## src/sv/oth_pkg.sv

```systemverilog
`default_nettype none
package oth_pkg;

	localparam int SampleW   = 16;
	localparam int BinW      = 8;
	localparam int BinCount  = 256;
	localparam int CountW    = 25;
	localparam int SumW      = 32;
	localparam int ProdW     = 57;
	localparam int NumW      = 114;
	localparam int DenW      = 50;
	localparam int MulAW     = 114;
	localparam int MulBW     = 57;
	localparam int MulPW     = MulAW + MulBW;
	localparam int ApbAddrW  = 3;
	localparam int ApbDataW  = 32;

	localparam logic [CountW-1:0] MaxVoxels = CountW'(25'd16777216);
	localparam logic [BinW-1:0]   LastBin   = BinW'(BinCount - 1);

	localparam logic RegRangeMin = 1'b0;
	localparam logic RegRangeMax = 1'b1;

	typedef struct packed {
		logic [BinW-1:0] bin;
		logic            last;
	} oth_item_t;

endpackage
`default_nettype wire

```

## src/sv/oth_front.sv

```systemverilog
`default_nettype none
module oth_front (
	input  wire                         clk,
	input  wire                         arst_n,
	input  wire  [oth_pkg::SampleW-1:0] sample,
	input  wire                         last_sample,
	input  wire                         in_valid,
	output logic                        in_ready,
	input  wire  [oth_pkg::SampleW-1:0] range_min,
	input  wire  [oth_pkg::SampleW-1:0] range_max,
	output logic                        push,
	output oth_pkg::oth_item_t          push_item,
	input  wire                         q_full
);
	import oth_pkg::*;

	typedef enum logic [3:0] {
		F_IDLE = 4'b0001,
		F_PREP = 4'b0010,
		F_DIV  = 4'b0100,
		F_PUSH = 4'b1000
	} front_state_t;

	front_state_t        state_q;
	logic [SampleW-1:0]  sample_q;
	logic                last_q;
	logic [SampleW-1:0]  rem_q;
	logic [BinW-1:0]     lo_q;
	logic [BinW-1:0]     quo_q;
	logic [2:0]          cnt_q;
	logic [SampleW-1:0]  diff;
	logic [SampleW-1:0]  span;
	logic [SampleW+7:0]  scaled;
	logic [SampleW:0]    trial;
	logic                fits;

	assign diff   = sample_q - range_min;
	assign span   = range_max - range_min;
	assign scaled = {diff, 8'd0} - {8'd0, diff};
	assign trial  = {rem_q, lo_q[BinW-1]};
	assign fits   = trial >= {1'b0, span};

	assign in_ready  = state_q == F_IDLE;
	assign push      = (state_q == F_PUSH) && !q_full;
	assign push_item = '{bin: quo_q, last: last_q};

	always_ff @(posedge clk or negedge arst_n) begin
		if (!arst_n) begin
			state_q <= F_IDLE;
		end else begin
			unique case (state_q)
				F_IDLE: if (in_valid) state_q <= F_PREP;
				F_PREP: begin
					if (range_max <= range_min || sample_q <= range_min
							|| sample_q >= range_max) begin
						state_q <= F_PUSH;
					end else begin
						state_q <= F_DIV;
					end
				end
				F_DIV: if (cnt_q == 3'd7) state_q <= F_PUSH;
				F_PUSH: if (!q_full) state_q <= F_IDLE;
				default: state_q <= F_IDLE;
			endcase
		end
	end

	always_ff @(posedge clk) begin
		if (state_q == F_IDLE && in_valid) begin
			sample_q <= sample;
			last_q   <= last_sample;
		end
		if (state_q == F_PREP) begin
			cnt_q <= 3'd0;
			rem_q <= scaled[SampleW+7:8];
			lo_q  <= scaled[7:0];
			if (range_max <= range_min || sample_q <= range_min) begin
				quo_q <= '0;
			end else begin
				quo_q <= LastBin;
			end
		end
		if (state_q == F_DIV) begin
			cnt_q <= cnt_q + 3'd1;
			lo_q  <= {lo_q[BinW-2:0], 1'b0};
			quo_q <= {quo_q[BinW-2:0], fits};
			rem_q <= fits ? SampleW'(trial - {1'b0, span}) : trial[SampleW-1:0];
		end
	end

endmodule
`default_nettype wire

```

## config.mk

```make
export PLATFORM = sky130hd
export DESIGN_NAME = oth_front
export DESIGN_NICKNAME = d
export VERILOG_FILES = /design/src/sv/oth_pkg.sv /design/src/sv/oth_front.sv
export SDC_FILE = /design/constraint.sdc
export NUM_CORES = 1
export LEC_CHECK = 0
export ABC_AREA = 1
export BUFFER_PORTS_ARGS = -buffer_cell sky130_fd_sc_hd__buf_2
export CAP_MARGIN = 20
export CORE_MARGIN = 5
export CORE_UTILIZATION = 55
export CTS_CLUSTER_SIZE = 30
export DETAILED_ROUTE_END_ITERATION = 6
export GPL_TIMING_DRIVEN = 0
export PLACE_DENSITY_LB_ADDON = 0.2
export REMOVE_ABC_BUFFERS = 1
export SYNTH_ARGS = -nofsm -noshare
export SYNTH_HDL_FRONTEND = slang
export SYNTH_SLANG_ARGS = --single-unit
```

## constraint.sdc

```tcl
create_clock -name clk -period 3.2 [get_ports clk]
set_input_delay 0.16 -clock clk [delete_from_list [all_inputs] [get_ports clk]]
set_output_delay 0.16 -clock clk [all_outputs]
set_load 0.01 [all_outputs]
```

==> Flow_metrics.wiki <==
{| class="wikitable"
! Metric !! Value
|-
| Total power || 0.00755 W
|-
| Number of CTS-inserted buffers || 5
|-
| Final setup margin || -0.343 ns
|-
| Slew at the pin closest to its max-slew limit || 0.866 ns
|-
| Worst slew margin || 0.419
|-
| Post-synth top area share || 0.254
|-
| Number of enable flip-flop cells after synthesis || 51
|-
| Max Root-Sink Buffers || 2
|-
| Vias in the first global route || 5,637
|-
| Max-cap violations || 0
|-
| Seq/Total Area, Yosys || 0.275
|-
| Crit path DAT || 3.62 ns
|-
| WP buf/inv || 5
|-
| Mean area per synthesized cell || 7.17 um2
|-
| Peak clock frequency supported by timing || 282 MHz
|-
| Path class of the lowest-slack min-delay path || in2reg
|-
| Via count normalized by instance count || 5.43
|-
| Outcome || complete, but fails checks
|-
| Highest metal layer used by the detailed router || met4
|-
| CTS tree || built
|-
| Warning count from the yosys run || 0
|-
| Final Max Tran Viols || 0
|-
| Inserted Diodes || 0
|-
| Number of vias in the routed layout || 5,932
|-
| Netlist area before placement || 0.00602 mm2
|-
| Final Wtd Congestion || 0.933
|-
| DP Worst Slack || -1.45 ns
|-
| Met3 routed wirelength || 754 um
|-
| Critical Path Max Stage Delay || 0.37 ns
|-
| Required time of the critical path || 3.28 ns
|-
| Leading post-synthesis cells by instance count || sky130_fd_sc_hd__nand2_1 (207), sky130_fd_sc_hd__inv_1 (144), sky130_fd_sc_hd__ha_1 (72)
|-
| Total Neg Setup Slack || -4.53 ns
|-
| RSZ-0062 raised after global routing || true
|-
| Tot GR Track Use || 0.250
|-
| Cell with the largest stage delay on the worst path || sky130_fd_sc_hd__ha_1
|-
| Gate family responsible for the most delay along the worst path || compound AO/OA/AOI/OAI gates
|-
| Grt ovf || 0
|-
| Row count || 38
|-
| Overall die width || 115 um
|-
| Count of final hold-check violations || 0
|-
| Cell Chain, Critical Path || buf_2, inv_1, ha_1, nand2_1, o221ai_1, a21oi_4, o21ai_1, a31oi_1, o21ai_1, xor2_1, ha_1, nand2_2, nor4_4, a311oi_4, buf_6, buf_12, nand2_8, inv_4, o21ai_2, o21ai_1
|-
| Clock Latency Late Sink || 0.33 ns
|-
| Routed length on met2 || 7.99 mm
|-
| Hold Slack || 0.00527 ns
|-
| Fin nets || 1,080
|-
| Standard cell core area || 0.0108 mm2
|-
| Overall die area || 0.0131 mm2
|-
| Clock period minus final worst setup slack || 3.54 ns
|-
| Metal-1 WL || 7.38 mm
|-
| Instance count after placement with tap cells included || 1,035
|-
| Clock root buffer || sky130_fd_sc_hd__clkbuf_8
|-
| DRC violation total after the first TritonRoute iteration || 571
|-
| HPWL after detailed placement || 11.9 mm
|-
| Share of flip-flops with an asynchronous set or reset after synthesis || 0.0714
|-
| Worst-case clock skew || 0.0101 ns
|-
| Post-Route WL || 16.6 mm
|-
| Cells after synthesis || 840
|-
| Number of synthesized register bits || 56
|-
| Most area-consuming cells after synthesis || sky130_fd_sc_hd__edfxtp_1 (25%), sky130_fd_sc_hd__ha_1 (15%), sky130_fd_sc_hd__nand2_1 (13%)
|-
| Critical Path Source || range_min[6]
|-
| Worst Setup Path Type || in2reg
|-
| Most instantiated library cell after synthesis || sky130_fd_sc_hd__nand2_1
|-
| Static leakage || 3.71 nW
|-
| Port Buf Inserts || 63
|-
| Antenna violation net count after detailed routing || 0
|-
| Number of distinct library cells after synthesis || 49
|-
| Fin cells || 1,093
|-
| Drt drc || 0
|-
| First-pass GRT wire length || 26.3 mm
|-
| First-pass detailed-route iteration total || 5
|-
| Leading register cell type out of synthesis || sky130_fd_sc_hd__edfxtp_1
|-
| Category of the worst setup path capture point || flop
|-
| Failing checks || setup timing
|-
| Clock-pin slew reported for the worst setup and hold paths after clock tree synthesis || 0.11 ns
|-
| Total number of clock tree sinks || 56
|-
| Initial core utilization || 0.558
|-
| Startpoint of the lowest-slack hold path || sample[12]
|-
| Startpoint types || primary input
|-
| Layout cells sized above 1 || 0.241
|-
| Die span in y || 115 um
|-
| Wire length per cell || 15.2 um
|-
| Fin crit share || 1.11
|-
| Number of top-level pins || 64
|-
| Maximum number of pins on one net before global-route repair || 36
|-
| H-tree depth || 2
|-
| Largest area contributor in the netlist || sky130_fd_sc_hd__edfxtp_1
|-
| Maximum fanout encountered on the critical timing path || 8
|-
| Worst reg2reg startpoint || sample_q[0]
|-
| Area growth from synthesis to final layout || 25.0%
|-
| Power Dens Cells || 1000 mW/mm2
|-
| Worst ir drop on vdd || 0.541 mV
|-
| Most frequent CP cell || sky130_fd_sc_hd__o21ai_1
|-
| Final setup violation count || 17
|-
| Number of antenna violations at the first check in global routing || 0
|}
[logic make-up after synthesis]
group                    count (synthesis)  synth area share
AND/OR/NAND/NOR                        378             0.281
adder cells (fa/ha/maj)                 75             0.160
XOR/XNOR                                33            0.0480
buffers and inverters                  157             0.101
AO/OA/AOI/OAI                          141             0.136
flip-flops                              56             0.275
[layout by cell type, fill, tap and decap left out, types with 5 or more instances in the layout]
cell and count:
sky130_fd_sc_hd__o21ai_1 17, sky130_fd_sc_hd__o21ai_2 6, sky130_fd_sc_hd__edfxtp_1 51, sky130_fd_sc_hd__inv_2 9, sky130_fd_sc_hd__o21bai_1 5, sky130_fd_sc_hd__ha_4 16, sky130_fd_sc_hd__a31oi_1 8, sky130_fd_sc_hd__clkbuf_8 5
sky130_fd_sc_hd__nor2_2 10, sky130_fd_sc_hd__ha_1 53, sky130_fd_sc_hd__inv_1 134, sky130_fd_sc_hd__a21oi_1 45, sky130_fd_sc_hd__nor3_1 9, sky130_fd_sc_hd__buf_2 61, sky130_fd_sc_hd__nor2_1 44, sky130_fd_sc_hd__xor2_1 14
sky130_fd_sc_hd__buf_4 35, sky130_fd_sc_hd__xnor2_1 14, sky130_fd_sc_hd__o21ai_0 21, sky130_fd_sc_hd__nand2_1 198, sky130_fd_sc_hd__a21o_1 6, sky130_fd_sc_hd__nand3_1 51, sky130_fd_sc_hd__dlygate4sd3_1 11, sky130_fd_sc_hd__nand4_1 12
sky130_fd_sc_hd__a21oi_2 10, sky130_fd_sc_hd__o211ai_1 7, sky130_fd_sc_hd__nand3_2 8, sky130_fd_sc_hd__nand2_2 29
[through the flow]
stage / util / area (um2)
6_report: 0.697 / 7530
5_1_grt: 0.697 / 7530
4_1_cts: 0.668 / 7210
3_5_place_dp: 0.602 / 6490
3_3_place_gp: 0.597 / 6450
2_1_floorplan: - / 5960
[power by group]
group	switching, W	internal [W]	total (W)
combinational	0.00345	0.00223	0.00569
clock	0.000260	0.000157	0.000416
sequential	0.000174	0.00127	0.00144
total	0.00389	0.00366	0.00755
[cell type report]
type                            count  area (um2)
Fill cell                         890        3270
Timing Repair Buffer              113         774
Clock buffer                        6        72.6
Sequential cell                    56        1650
Tap cell                          140         175
Clock inverter                      2        16.3
Multi-Input combinational cell    630        4280
Inverter                          146         557
[path summary, 6_finish.rpt]
check                               endpoint  slack (ns)  cells after the start
worst max-delay path                rem_q[1]       -0.34                     20
worst min-delay path            sample_q[12]       0.005                      1
worst max register to register     rem_q[15]       -0.14                     23
worst min register to register       lo_q[1]        0.53                      2
max in group asynchronous         state_q[0]        2.85                      2
min in group asynchronous         state_q[1]        0.15                      2
[what timing repair did]
item / 4_1_cts / 5_1_grt
pin swaps: 35 / 32
setup endpoints to repair: 17 / 17
endpoints found under the hold margin: 14 / 0
setup buffers: 25 / 10
hold buffers: 11 / 0
cloned: 3 / 0
gates resized for setup: 71 / 45
[flip-flops by register name (all words and copies together) (netlist names)]
name / cells
cnt_q: 3
last_q: 1
lo_q: 8
quo_q: 8
rem_q: 16
sample_q: 16
state_q: 4
[per-layer routing]
metal	track usage	up-vias
li1	-	3018
met1	0.339	2719
met2	0.414	171
met3	0.0238	24
met4	0.0926	0
met5	0	-
[worst reg2reg max path: stages (launching register included)]
cell and delay [ns]:
sky130_fd_sc_hd__edfxtp_1 0.40, sky130_fd_sc_hd__inv_2 0.08, sky130_fd_sc_hd__ha_1 0.17, sky130_fd_sc_hd__inv_2 0.08, sky130_fd_sc_hd__fa_2 0.37, sky130_fd_sc_hd__nand2_2 0.10, sky130_fd_sc_hd__nand3_2 0.08, sky130_fd_sc_hd__nand2_2 0.11
sky130_fd_sc_hd__o21ai_2 0.08, sky130_fd_sc_hd__nand2_1 0.08, sky130_fd_sc_hd__nand2_2 0.08, sky130_fd_sc_hd__a21boi_2 0.18, sky130_fd_sc_hd__xor2_2 0.19, sky130_fd_sc_hd__inv_2 0.08, sky130_fd_sc_hd__ha_4 0.30, sky130_fd_sc_hd__nand2_2 0.08
sky130_fd_sc_hd__nor3_2 0.16, sky130_fd_sc_hd__nand2_1 0.08, sky130_fd_sc_hd__nand2_2 0.10, sky130_fd_sc_hd__nand2_2 0.07, sky130_fd_sc_hd__nand2_1 0.06, sky130_fd_sc_hd__nand2_1 0.05, sky130_fd_sc_hd__nand3_2 0.07, sky130_fd_sc_hd__nand2_1 0.05
Note: power is estimated with default switching activity, not from simulation.
