## src/sv/oth_pkg.sv

```systemverilog
`default_nettype none
package oth_pkg;

	localparam int SampleW   = 16;
	localparam int BinW      = 8;
	localparam int BinCount  = 256;
	localparam int CountW    = 25;
	localparam int SumW      = 32;
	localparam int ProdW     = 57;
	localparam int NumW      = 114;
	localparam int DenW      = 50;
	localparam int MulAW     = 114;
	localparam int MulBW     = 57;
	localparam int MulPW     = MulAW + MulBW;
	localparam int ApbAddrW  = 3;
	localparam int ApbDataW  = 32;

	localparam logic [CountW-1:0] MaxVoxels = CountW'(25'd16777216);
	localparam logic [BinW-1:0]   LastBin   = BinW'(BinCount - 1);

	localparam logic RegRangeMin = 1'b0;
	localparam logic RegRangeMax = 1'b1;

	typedef struct packed {
		logic [BinW-1:0] bin;
		logic            last;
	} oth_item_t;

endpackage
`default_nettype wire

```

## src/sv/oth_queue.sv

```systemverilog
`default_nettype none
module oth_queue (
	input  wire                clk,
	input  wire                arst_n,
	input  wire                push,
	input  oth_pkg::oth_item_t push_item,
	output logic               full,
	input  wire                pop,
	output oth_pkg::oth_item_t head,
	output logic               empty
);
	import oth_pkg::*;

	oth_item_t  slot_q [2];
	logic       wr_ptr_q;
	logic       rd_ptr_q;
	logic [1:0] fill_q;

	assign full  = fill_q == 2'd2;
	assign empty = fill_q == 2'd0;
	assign head  = slot_q[rd_ptr_q];

	always_ff @(posedge clk or negedge arst_n) begin
		if (!arst_n) begin
			wr_ptr_q <= 1'b0;
			rd_ptr_q <= 1'b0;
			fill_q   <= 2'd0;
		end else begin
			if (push && !full) wr_ptr_q <= ~wr_ptr_q;
			if (pop && !empty) rd_ptr_q <= ~rd_ptr_q;
			case ({push && !full, pop && !empty})
				2'b10:   fill_q <= fill_q + 2'd1;
				2'b01:   fill_q <= fill_q - 2'd1;
				default: fill_q <= fill_q;
			endcase
		end
	end

	always_ff @(posedge clk) begin
		if (push && !full) slot_q[wr_ptr_q] <= push_item;
	end

endmodule
`default_nettype wire

```

## config.mk

```make
export PLATFORM = sky130hd
export DESIGN_NAME = oth_queue
export DESIGN_NICKNAME = d
export VERILOG_FILES = /design/src/sv/oth_pkg.sv /design/src/sv/oth_queue.sv
export SDC_FILE = /design/constraint.sdc
export NUM_CORES = 1
export LEC_CHECK = 0
export BUFFER_PORTS_ARGS = -buffer_cell sky130_fd_sc_hd__buf_2
export CAP_MARGIN = 10
export CORE_MARGIN = 3
export CORE_UTILIZATION = 40
export CTS_CLUSTER_DIAMETER = 50
export DETAILED_ROUTE_END_ITERATION = 16
export PLACE_DENSITY = 0.75
export SYNTH_ARGS = -nofsm -noshare
export SYNTH_HDL_FRONTEND = slang
export SYNTH_SLANG_ARGS = --single-unit
```

## constraint.sdc

```tcl
create_clock -name clk -period 1.9 [get_ports clk]
set_input_delay 0.095 -clock clk [delete_from_list [all_inputs] [get_ports clk]]
set_output_delay 0.095 -clock clk [all_outputs]
set_load 0.02 [all_outputs]
```

==> flow_metrics.env, run 1 <==
export IMPL_cts_resized=0
export IMPL_grt_pass1_vias=509
export IMPL_syn_nets=60
export IMPL_track_usage_pct=11.4
export IMPL_row_count=15
export IMPL_yosysSeqAreaShare_pct=76.0
export IMPL_start_kind="flop"
export IMPL_hold_viol_final=0
export IMPL_globalRouteOverflowTotal=0
export IMPL_ir_worst_vdd_mv=0.841
export IMPL_antenna_cells=0
export IMPL_first_pass_iters=4
export IMPL_drive_gt1_share_pct=45.8
export IMPL_initial_core_util_pct=45.4
export IMPL_cp_cell_sequence="mux2_2 -> buf_2"
export IMPL_cts_path_max_buffers=2
export IMPL_r2r_end="slot_q[0][8]"
export IMPL_dp_hpwl_um=906
export IMPL_slew_viol_final=0
export IMPL_cts_buffers=3
export IMPL_r2r_cells=4
export IMPL_clk_latency_ps=300
export IMPL_p_per_area_nw_per_um2=1490
export IMPL_final_common_cell="buf_2"
export IMPL_clock_skew_ps=4.63
export IMPL_worst_setup_path_end_kind="output pin"
export IMPL_ys_warn_count=0
export IMPL_crit_cells=2
export IMPL_drv_cap=0
export IMPL_drt_iter0_markers=10
export IMPL_r2r_start="fill_q[0]"
export IMPL_min_path_cells=3
export IMPL_synthCells=46
export IMPL_ff2ff_setup_slack_ps=450
export IMPL_cp_buffers_inverters=1
export IMPL_totalWireLength_um=1350
export IMPL_post_drt_wl_per_cell_um=12.5
export IMPL_die_w_um=51.9
export IMPL_period_minus_slack_ps=1570
export IMPL_num_io_pins=24
export IMPL_antenna_found_initial=0
export IMPL_finalSetupTns_ps=0
export IMPL_synth_seq_cells=22
export IMPL_io_buffers=23
export IMPL_avgSynthCellArea_um2=18.3
export IMPL_power_leakage_nw=0.468
export IMPL_cts_clk_slew_worst_paths_ps=110
export IMPL_power_mw=1.70
export IMPL_cp_required_ps=1800
export IMPL_max_freq_mhz=638
export IMPL_arrival_ps=1470
export IMPL_place_congestion=0.686
export IMPL_dieArea_um2=2700
export IMPL_post_route_util_pct=61.6
export IMPL_setup_violations=0
export IMPL_hold_slack_ps=108
export IMPL_path_max_fanout=10
export IMPL_cp_slowest_cell="dfrtp_1"
export IMPL_cts_tree="yes"
export IMPL_hp_class="input port to flop"
export IMPL_layout_common_cells="23 x buf_2, 18 x edfxtp_1, 10 x dlygate4sd3_1"
export IMPL_fillers=141
export IMPL_worstSetupPathType="flop to output pin"
export IMPL_grt_max_degree=14
export IMPL_antenna_left=0
export IMPL_max_slew_margin_pct=72.0
export IMPL_ys_types=13
export IMPL_final_nets=98
export IMPL_cts_root_buffer="clkbuf_4"
export IMPL_tightest_slew_ps=420
export IMPL_syn2layout_area_growth_pct=35.8
export IMPL_h_tree_depth=1
export IMPL_grt_first_pass_wirelength_um=2180
export IMPL_slowest_delay_ps=620
export IMPL_netlist_area_um2=843
export IMPL_num_vias=487
export IMPL_rsz0062_at_grt="no"
export IMPL_min_from="push"
export IMPL_drc=0
export IMPL_dieHeight_um=51.9
export IMPL_finalCritPeriodShare_pct=82.5
export IMPL_cts_sinks=22
export IMPL_path_delay_family="flip-flops"
export IMPL_core_um2=1860
export IMPL_vias_per_cell=4.51
export IMPL_hold_path_end="wr_ptr_q"
export IMPL_status="complete, no violations"
==> kinds of logic after synthesis <==
logic type,synth area share [%]
flip-flops,76.0
adder cells (fa/ha/maj),1.48
buffers and inverters,1.04
multiplexers,12.0
XOR/XNOR,5.19
AND/OR/NAND/NOR,4.30
==> stage by stage <==
stage / instance area (um2) / std cells / setup WS, ps
5_1_grt: 1140 / 108 / 268
3_5_place_dp: 992 / 94 / 465
2_1_floorplan: 843 / 46 / 385
3_3_place_gp: 992 / 94 / 511
4_1_cts: 1140 / 108 / 303
6_report: 1140 / 108 / 332
==> state kept, by name, indices dropped and copies added, names as in the netlist <==
register / count
slot_q: 18
fill_q: 2
rd_ptr_q: 1
wr_ptr_q: 1
==> final cells by class <==
type                    instances  area [um2]  share of cell area [%]
repair buffers                 34         223                    19.5
well taps                      25        31.3                    2.73
flip-flops and latches         22         641                    56.0
clock inverters                 1        30.0                    2.62
inverters                       1        3.75                   0.328
clock buffers                   3        22.5                    1.97
multi-input cells              22         194                    16.9
==> per-layer routing <==
metal	vias to the layer above	GRT usage [%]	wire length (um)
li1	243	-	-
met1	227	12.9	556
met2	15	19.5	697
met3	2	4.30	82
met4	0	3.93	14
met5	-	0	0
==> synth_stat cells <==
| cell type | instances | area share [%] |
|---|---|---|
| mux2_2 | 9 | 12 |
| buf_2 | 1 | 0.59 |
| inv_1 | 1 | 0.44 |
| nand2_1 | 1 | 0.44 |
| xnor2_1 | 3 | 3.1 |
| dfrtp_1 | 4 | 12 |
| edfxtp_1 | 18 | 64 |
| nor2_1 | 3 | 1.3 |
| nand2b_1 | 1 | 0.74 |
| nor2b_2 | 1 | 1.0 |
| and3_1 | 1 | 0.74 |
| xor2_1 | 2 | 2.1 |
| ha_1 | 1 | 1.5 |
==> timing repair <==
action,in CTS,in global routing
hold buffers,10,0
hold endpoints to repair,22,0
endpoints found under the setup margin,0,0
buffers inserted,0,0
==> worst min-delay path, stage by stage <==
cell	delay, ps
buf_2	110
nand2_1	110
xnor2_1	70
==> power by group <==
group | internal (mW) | switching [mW]
sequential | 0.672 | 0.0914
clock | 0.213 | 0.129
combinational | 0.273 | 0.324
total | 1.16 | 0.544
==> worst max-delay path by stage <==
stage / endpoint / slack [ps] / from
finish: head[1] / 330 / rd_ptr_q
floorplan: fill_q[1] / 390 / fill_q[0]
global route: head[6] / 270 / rd_ptr_q
detailed placement: slot_q[0][4] / 460 / fill_q[0]
CTS: head[0] / 300 / rd_ptr_q
global placement: slot_q[0][1] / 510 / fill_q[0]
No activity file was read; power rests on OpenSTA's default activity.
==> run 2: changes to the inputs <==
==> constraint.sdc (replaced) <==
create_clock -name clk -period 1.6 [get_ports clk]
set_input_delay 0.08 -clock clk [delete_from_list [all_inputs] [get_ports clk]]
set_output_delay 0.08 -clock clk [all_outputs]
set_load 0.02 [all_outputs]
==> run 2 against run 1 <==
Against the previous run: sequential cell count stayed put; non-clock buffer count is 1 higher; worst setup slack worse by 160 ps; combinational power is 21% higher; wire length is 2.7% higher; via count is 2.1% lower; highest routed layer is now met3; final cell count is 0.93% higher; largest power group unchanged.
==> flow_metrics.env, run 2 (same netlist as run 1, synthesis figures left out) <==
export IMPL_layout_common_cells="23 x buf_2, 18 x edfxtp_1, 10 x dlygate4sd3_1"
export IMPL_cts_path_max_buffers=2
export IMPL_post_cts_setup_buffers=0
export IMPL_finalCritPeriodShare_pct=88.9
export IMPL_dieHeight_um=51.9
export IMPL_grt_first_pass_wirelength_um=2080
export IMPL_p_sw_share_pct=34.6
export IMPL_finalSetupTns_ps=0
export IMPL_period_minus_slack_ps=1420
export IMPL_max_freq_mhz=703
export IMPL_totalWireLength_um=1390
export IMPL_start_kind="flop"
export IMPL_core_um2=1860
export IMPL_dp_hpwl_um=998
export IMPL_cp_required_ps=1520
export IMPL_clk_latency_ps=300
export IMPL_first_pass_iters=2
export IMPL_place_congestion=0.658
export IMPL_power_leakage_nw=0.459
export IMPL_worstSetupPathType="flop to output pin"
export IMPL_num_io_pins=24
export IMPL_setup_violations=0
export IMPL_rsz0062_at_grt="no"
export IMPL_post_drt_wl_per_cell_um=12.7
export IMPL_regMostFlops="slot_q"
export IMPL_crit_start="rd_ptr_q"
export IMPL_final_common_cell="buf_2"
export IMPL_track_usage_pct=11.0
export IMPL_drv_cap=0
export IMPL_grtUsageMet1_pct=12.2
export IMPL_slew_viol_final=0
export IMPL_largest_registers="slot_q x18, fill_q x2"
export IMPL_io_buffers=23
export IMPL_grt_pass1_vias=504
export IMPL_drc=0
export IMPL_tightest_slew_ps=408
export IMPL_pwr_share_clk_pct=13.1
export IMPL_p_comb_share_pct=38.3
export IMPL_row_count=15
export IMPL_clock_skew_ps=10.5
export IMPL_hp_class="input port to flop"
export IMPL_arrival_ps=1340
export IMPL_cts_sinks=22
export IMPL_drt_iter0_markers=3
export IMPL_final_nets=99
export IMPL_initial_core_util_pct=45.4
export IMPL_die_w_um=51.9
export IMPL_cts_root_buffer="clkbuf_4"
export IMPL_p_int_mw=1.23
export IMPL_globalRouteOverflowTotal=0
export IMPL_r2r_end="fill_q[1]"
export IMPL_ir_worst_vdd_mv=1.14
export IMPL_grt_use_met2_pct=19.5
export IMPL_cp_slowest_cell="dfrtp_2"
export IMPL_worst_setup_path_end_kind="output pin"
export IMPL_use_met3_pct=2.58
export IMPL_largest_reg_flops=18
export IMPL_max_slew_margin_pct=72.8
export IMPL_ff2ff_setup_slack_ps=210
export IMPL_cts_buffers=3
export IMPL_syn2layout_area_growth_pct=33.7
export IMPL_vias_per_cell=4.38
export IMPL_grt_max_degree=13
export IMPL_path_max_fanout=10
export IMPL_hold_viol_final=0
export IMPL_cp_cell_sequence="mux2_2 -> buf_2"
export IMPL_switching_power_mw=0.651
export IMPL_h_tree_depth=1
export IMPL_cts_tree="yes"
export IMPL_status="complete, no violations"
export IMPL_dieArea_um2=2700
export IMPL_min_path_cells=3
export IMPL_antenna_cells=0
export IMPL_p_seq_share_pct=48.6
export IMPL_r2r_start="fill_q[0]"
export IMPL_cts_clk_slew_worst_paths_ps=100
export IMPL_num_vias=477
export IMPL_grt_busiest_layer="met2"
export IMPL_antenna_found_initial=0
export IMPL_slowest_delay_ps=530
export IMPL_power_mw=1.88
export IMPL_antenna_left=0
export IMPL_drive_gt1_share_pct=46.4
export IMPL_r2r_cells=5
export IMPL_p_per_area_nw_per_um2=1670
export IMPL_critPathCapture="head[3]"
run 2: cell count changes in the layout (fill, tap and decap cells not counted):
cell / before / now
buf_4: 1 / 2
dfrtp_1: 4 / 3
bufinv_16: 1 / 0
dfrtp_2: 0 / 1
clkbuf_1: 0 / 1
run 2: layout make-up:
class	count	area, um2
repair buffers	35	230
well taps	25	31.3
fillers	141	731
multi-input cells	22	194
clock buffers	4	26.3
flip-flops and latches	22	642
inverters	1	3.75
run 2: layer usage:
metal / wire, um / share of wire [%]
met4: 0 / 0
met3: 58 / 4.2
met5: 0 / 0
met2: 731 / 53
met1: 597 / 43
run 2: through the flow:
step                util, %  cell area, um2  hold slack (ps)  setup WS (ps)  std cells
floorplan                 -             843             -216           85.5         46
global placement       53.8            1000             -111            252         95
detailed placement     53.8            1000             -107            219         95
CTS                    60.6            1130             97.4           30.9        109
global route           60.7            1130              108            111        109
finish                 60.7            1130              101            177        109
run 2: timing repair:
item | in CTS | in global routing
hold buffers | 10 | 0
setup endpoints to repair | 0 | 9
endpoints found under the hold margin | 22 | 0
resized for setup | 0 | 1
run 2: how the worst min path moves through the flow:
stage	from	endpoint	slack, ps
floorplan	arst_n	fill_q[0]	-220
global placement	arst_n	fill_q[0]	-110
detailed placement	arst_n	fill_q[0]	-110
CTS	push	wr_ptr_q	100
global route	arst_n	fill_q[0]	110
finish	push	wr_ptr_q	100
run 2: power groups by stage:
stage / clock (mW) / sequential (mW) / combinational [mW]
2_1_floorplan: 0 / 0.858 / 0.547
3_3_place_gp: 0 / 0.914 / 0.698
3_5_place_dp: 0 / 0.925 / 0.712
4_1_cts: 0.251 / 0.912 / 0.735
5_1_grt: 0.278 / 0.930 / 0.778
6_report: 0.246 / 0.914 / 0.722
run 2: worst max-delay path: cells and delay by family, from the launching register on:
kind,cells,cell delay (ps)
buffers and inverters,1,160
flip-flops,1,530
multiplexers,1,370
